File: src/rtl/tlk_pkg.sv
// ----------------------------------------------------------------------------
// tlk_pkg
// Shared types and codes for the level-order trie transliteration lookup.
// ----------------------------------------------------------------------------
package tlk_pkg;

	// Input item kinds
	localparam logic [2:0] KIND_CHAR   = 3'd0;
	localparam logic [2:0] KIND_COUNT  = 3'd1;
	localparam logic [2:0] KIND_MAP    = 3'd2;
	localparam logic [2:0] KIND_OCHAR  = 3'd3;
	localparam logic [2:0] KIND_OPAR   = 3'd4;
	localparam logic [2:0] KIND_LOOKUP = 3'd5;

	// Result status codes
	localparam logic [1:0] ST_OK        = 2'd0;
	localparam logic [1:0] ST_NOT_FOUND = 2'd1;
	localparam logic [1:0] ST_NO_MAP    = 2'd2;
	localparam logic [1:0] ST_TOO_LONG  = 2'd3;

	localparam logic [15:0] NO_MAP = 16'hFFFF;

	// Classified operation handed from front to back
	typedef enum logic [2:0] {
		OP_WR_CHAR,
		OP_WR_COUNT,
		OP_WR_MAP,
		OP_WR_OCHAR,
		OP_WR_OPAR,
		OP_LOOKUP
	} op_t;

	typedef struct packed {
		op_t         op;
		logic [12:0] addr;
		logic [15:0] value;
		logic        word_end;
	} item_t;

endpackage

File: src/rtl/tlk_front.sv
// ----------------------------------------------------------------------------
// tlk_front
// Accepts items, classifies the kind, drops unused kinds and queues the rest
// in a two-entry queue for the back end.
// ----------------------------------------------------------------------------
module tlk_front
	import tlk_pkg::*;
(
	input  logic        clk,
	input  logic        arst_n,
	input  logic        start,
	input  logic [2:0]  kind,
	input  logic [12:0] addr,
	input  logic [15:0] value,
	input  logic        word_end,
	output logic        busy,
	output logic        q_valid,
	output item_t       q_item,
	input  logic        q_pop
);

	item_t      slot_q [2];
	logic       wr_ptr_q;
	logic       rd_ptr_q;
	logic [1:0] cnt_q;
	logic       push;
	logic       keep;
	op_t        op;

	// Kind decode
	always_comb begin
		keep = 1'b1;
		op   = OP_LOOKUP;
		case (kind)
			KIND_CHAR:   op = OP_WR_CHAR;
			KIND_COUNT:  op = OP_WR_COUNT;
			KIND_MAP:    op = OP_WR_MAP;
			KIND_OCHAR:  op = OP_WR_OCHAR;
			KIND_OPAR:   op = OP_WR_OPAR;
			KIND_LOOKUP: op = OP_LOOKUP;
			default:     keep = 1'b0;
		endcase
	end

	assign busy    = (cnt_q == 2'd2);
	assign push    = start && !busy && keep;
	assign q_valid = (cnt_q != 2'd0);
	assign q_item  = slot_q[rd_ptr_q];

	// Queue storage
	always_ff @(posedge clk) begin
		if (push) begin
			slot_q[wr_ptr_q] <= '{op: op, addr: addr, value: value, word_end: word_end};
		end
	end

	// Queue pointers
	always_ff @(posedge clk or negedge arst_n) begin
		if (!arst_n) begin
			wr_ptr_q <= 1'b0;
			rd_ptr_q <= 1'b0;
			cnt_q    <= 2'd0;
		end else begin
			if (push) wr_ptr_q <= ~wr_ptr_q;
			if (q_pop) rd_ptr_q <= ~rd_ptr_q;
			cnt_q <= cnt_q + 2'(push) - 2'(q_pop);
		end
	end

endmodule

File: config.mk
export PLATFORM = sky130hd
export DESIGN_NAME = tlk_front
export DESIGN_NICKNAME = d
export VERILOG_FILES = /design/src/rtl/tlk_pkg.sv /design/src/rtl/tlk_front.sv
export SDC_FILE = /design/constraint.sdc
export NUM_CORES = 1
export LEC_CHECK = 0
export BUFFER_PORTS_ARGS = -buffer_cell sky130_fd_sc_hd__clkbuf_2
export CAP_MARGIN = 15
export CORE_ASPECT_RATIO = 0.8
export CORE_UTILIZATION = 49
export CTS_BUF_LIST = sky130_fd_sc_hd__clkbuf_4
export CTS_CLUSTER_SIZE = 12
export DETAILED_ROUTE_END_ITERATION = 6
export PLACE_DENSITY = 0.78
export REMOVE_ABC_BUFFERS = 1
export SYNTH_ARGS = -nofsm -noshare
export SYNTH_HDL_FRONTEND = slang
export SYNTH_SLANG_ARGS = --single-unit
File: constraint.sdc
create_clock -name clk -period 2.45 [get_ports clk]
set_input_delay 0.49 -clock clk [delete_from_list [all_inputs] [get_ports clk]]
set_output_delay 0.49 -clock clk [all_outputs]
set_load 0.02 [all_outputs]
==> Word level (Yosys, flattened, before mapping) <==
Memories as Yosys holds them, arrays and structs flattened.
Cells that the tools add are included.
{ "word_totals": {"register_bits": 4, "ramBits": 66, "inputBits": 37, "output_inout_bits": 35, "wordCells": 24, "mem_count": 1} }
{ "classes": {"add_sub_neg": 2, "n_eq_ne": 6, "n_mux": 4, "bitwise": 2, "n_reduce_logical": 6} }
{ "mem_list": {"columns": ["name", "words", "word_bits", "read_ports", "rd_clocked_by_memory_dff", "write_ports", "line", "source"], "rows": [
  ["slot_q", 2, 33, 1, 0, 1, "tlk_front.sv:22", "item_t slot_q [2];"]
]} }
{ "op_table": {"columns": ["op", "count"], "rows": [
  ["3-bit one-hot mux with 5 select lines", 1],
  ["3-bit by 2-bit == test with 1-bit output (second input constant)", 2],
  ["3-bit == test (second input constant)", 2],
  ["6-bit OR reduction", 1],
  ["3-bit by 1-bit == test with 1-bit output (second input constant)", 1],
  ["3-bit logical NOT", 1],
  ["1-bit 2-to-1 mux", 3],
  ["2-bit by 1-bit adder with 2-bit output", 1],
  ["2-bit == test (second input constant)", 1],
  ["1-bit logical AND", 2],
  ["1-bit NOT", 2],
  ["2-bit nonzero test", 1],
  ["2-bit by 1-bit subtractor with 2-bit output", 1],
  ["1-bit logical NOT", 1]
]} }

==> Logic depth before layout (Yosys ltp) <==
{ "logic_depth": {"word_depth": 6, "ltp_mapped": 7, "ltp_nobuf": 7} }

==> Least setup slack after synthesis <==
No wires, ideal clock.
{ "synth_timing": {"path_kind": "register to register", "startpoint": "register cnt_q[1]", "endpoint": "memory slot_q[1][0] (netlist bit) (enable)", "setup_ns": 0.423, "arrival_ns": 2.216, "required_ns": 2.027, "slack_ns": -0.189, "stages_incl_launch_ff": 4, "path_buffers": 0, "period_less_slack_ns": 2.639, "path_cell_list": "dfrtp_1 -> and2b_1 -> nand3b_4 -> nor2_1"} }
{ "synth_between": {"elab_chain_cells": 6} }
{ "synth_rtl": {"columns": ["element", "line", "source"], "rows": [
  ["start: declaration", "tlk_front.sv:25", "logic [1:0] cnt_q;"],
  ["start signal: assignment", "tlk_front.sv:66", "cnt_q <= cnt_q + 2'(push) - 2'(q_pop);"],
  ["2-bit == test", "tlk_front.sv:45", "assign busy = (cnt_q == 2'd2);"],
  ["via busy", "tlk_front.sv:16", "output logic busy,"],
  ["1-bit logical NOT", "tlk_front.sv:46", "assign push = start && !busy && keep;"],
  ["1-bit logical AND (2 in series)", "tlk_front.sv:46", null],
  ["1-bit 2-to-1 mux", "tlk_front.sv:52", "if (push) begin"],
  ["1-bit 2-to-1 mux (implied by the code)", "tlk_front.sv:53", "slot_q[wr_ptr_q] <= '{op: op, addr: addr, value: value, word_end: word_end};"],
  ["end: declaration", "tlk_front.sv:22", null]
]} }
The timed path passes the listed nets, and every way through them passes these cells.

==> run summary <==
DR pass1 iterations - 3
Final Core Density - 61.6%
CTS root buf - clkbuf_4
Reg2Reg Depth - 7
Sequential fraction of the synthesis area - 75.4%
CTS buffer count - 9
Fin nets - 245
Design Power - 3710 µW
Critical Path RT - 1.96 ns
Gpl congestion - 0.715
Post-Synthesis Cells - 124
Core area - 5440 µm²
Syn Std Cell Area - 2760 µm²
Internal reg-to-reg setup slack - 0.74 ns
Netlist cell types - 18
Endpoints failing setup - 0
Share of post-route cells with drive strength above 1 - 60.7%
GRT Overall Usage - 16.3%
IO buf count - 71
Element type at the critical path end - output port
Reg-to-reg startpoint - cnt_q[1]
Hold Startpoint - addr[0]
Hpwl dp - 2970 µm
Slowest CP cell - dfrtp_2
Wire length per cell - 14.6 µm
Crit path arrival time - 1.74 ns
Area after DPL - 3220 µm²
Post-synth EDFFs - 66
Worst-Skew Late Latency - 0.39 ns
Clock net sink count - 70
Die Wd - 86.0 µm
Startpoint Class - register
Worst Hold Class - in2reg
Final clock skew - 0.0121 ns
H-Tree Depth - 3
Max-slew violations - 0
Post-DRT Antenna Nets - 0
Growth of design area from synthesis to finish - 21.1%
Final Hold Viols - 0
Ys async rst share - 5.71%
FF+latch count, synth - 70
Die ar. - 5940 µm²
Pwr per Cell Area - 1110 nW/µm²
CTS tree - done
GRT Residual Overflow - 0
Min Clock Period, post-route - 2.23 ns
Largest net degree at the start of global routing - 25
# diodes - 0
FMAX - 449 MHz
Hold EP - slot_q[0][17]
Synth top cells by count - edfxtp_1, mux2_4, dfrtp_1, mux2_2
RSZ-0062 raised after global routing - no
Worst setup path class - reg2out
Crit path max-delay family - flip-flops
Via count - 1339
Most numerous cell in the Yosys netlist - edfxtp_1
Status - complete, no violations
Deepest clock path buffer count - 2
Vias in the first global route - 1417
R2r endpoint - cnt_q[1]
Clock-pin slew on the worst setup and hold paths - 0.11 ns
Initial antenna violation count - 0
Cts repair resizes - 0
Ys flop type - edfxtp_1
Syn_area_per_cell - 22.3 µm²
# IOs - 72
Vias per inst - 4.63
Cell Count, Final, Fillers Out - 289
Post-synth top area cell - edfxtp_1
Fin crit share - 90.9%
Worst vdd ir - 0.590 mV
Hold Path Stages - 1
Synth warn - 0
Drt initial violations - 42
DR DRC count - 0
Relative slew slack - 77.2%
Final WL - 4220 µm
CP Cell Sequence - buf_4, mux2_2, clkbuf_2
Max_cap viols - 0
Critical Path Max Stage Delay - 0.56 ns
Rows - 24
Initial core utilization - 50.8%
Top cells by area, synth - edfxtp_1, mux2_4, dfrtp_1, buf_12, mux2_2
Top cell type's share of synthesized area - 71.7%
Fillers - 404
First-pass GRT wire length - 6870 µm
CP max FO - 9
Design area - 3350 µm²
Leak - 0.00137 µW
Die Ht - 69.2 µm
Placed Cells - 272
Number of buffers and inverters on the critical path - 2
Actual transition at the worst max-transition pin - 0.341 ns
-- stage by stage --
step           hold slack (ns)  setup slack [ns]  TNS [ns]
3_3_place_gp             0.304             0.658         0
3_5_place_dp             0.313             0.646         0
5_1_grt                  0.224             0.103         0
2_1_floorplan            0.194            -0.189    -12.48
6_report                 0.286             0.223         0
4_1_cts                  0.246             0.179         0
-- flip-flops by register name, summed over array words and instances, names as in the netlist --
signal	count
cnt_q	2
rd_ptr_q	1
slot_q	66
wr_ptr_q	1
-- worst max-delay path by stage --
stage                  start            to  depth (start not counted)
floorplan           cnt_q[1]  slot_q[1][0]                          3
global placement    rd_ptr_q    q_item[32]                          3
detailed placement  rd_ptr_q     q_item[2]                          3
CTS                 rd_ptr_q     q_item[2]                          3
global route        rd_ptr_q    q_item[32]                          3
finish              rd_ptr_q    q_item[32]                          3
-- worst reg2reg max path: cells and delay by family, from the launching register on --
kind / cells / cell delay, ns
XOR/XNOR: 2 / 0.30
flip-flops: 1 / 0.42
buffers and inverters: 1 / 0.04
AND/OR/NAND/NOR: 2 / 0.39
adder cells (fa/ha/maj): 2 / 0.48
-- report_power, final --
group          switching (µW)  leakage, µW  total [µW]  internal, µW
combinational             757     0.000652        1430           672
sequential                108     0.000654        1680          1570
clock                     357    0.0000692         606           249
-- cell type report --
class / count / area [µm²] / share of cell area, %
Clock buffer: 13 / 97.6 / 2.92
Clock inverter: 3 / 13.8 / 0.411
Inverter: 2 / 7.51 / 0.224
Multi-Input combinational cell: 47 / 613 / 18.3
Sequential cell: 70 / 2080 / 62.3
Tap cell: 78 / 97.6 / 2.92
Timing Repair Buffer: 76 / 433 / 12.9
-- placed cells by master (no fill, tap or decap), drive strengths merged --
cell and instances:
clkbuf 84, dlygate4sd3 1, clkinv 3, nor2 2, buf 4, nand2b 1, edfxtp 66, dfrtp 4
and2b 1, mux2 33, or2 1, inv 2, nand3b 1, xnor2 3, nand2 1, ha 2
xor2 1, nor2b 1
-- routing by layer --
metal,vias up,wire length (µm),track usage [%]
li1,643,-,-
met1,636,2000,21.6
met2,58,1900,23.2
met3,2,307,8.26
met4,0,21,5.74
met5,-,0,0
-- cell families (layout without fill, tap and decap cells) --
family	count (synthesis)	in the layout	share of synthesized area, %
AND/OR/NAND/NOR	8	8	2.08
flip-flops	70	70	75.4
multiplexers	33	33	17.4
XOR/XNOR	4	4	1.27
adder cells (fa/ha/maj)	2	2	0.906
buffers and inverters	7	94	2.99
-- timing repair --
action | 4_1_cts | 5_1_grt
buffers inserted | 0 | 0
hold buffers | 1 | 0
hold endpoints to repair | 4 | 0
Power figures use the tool's default switching activity.
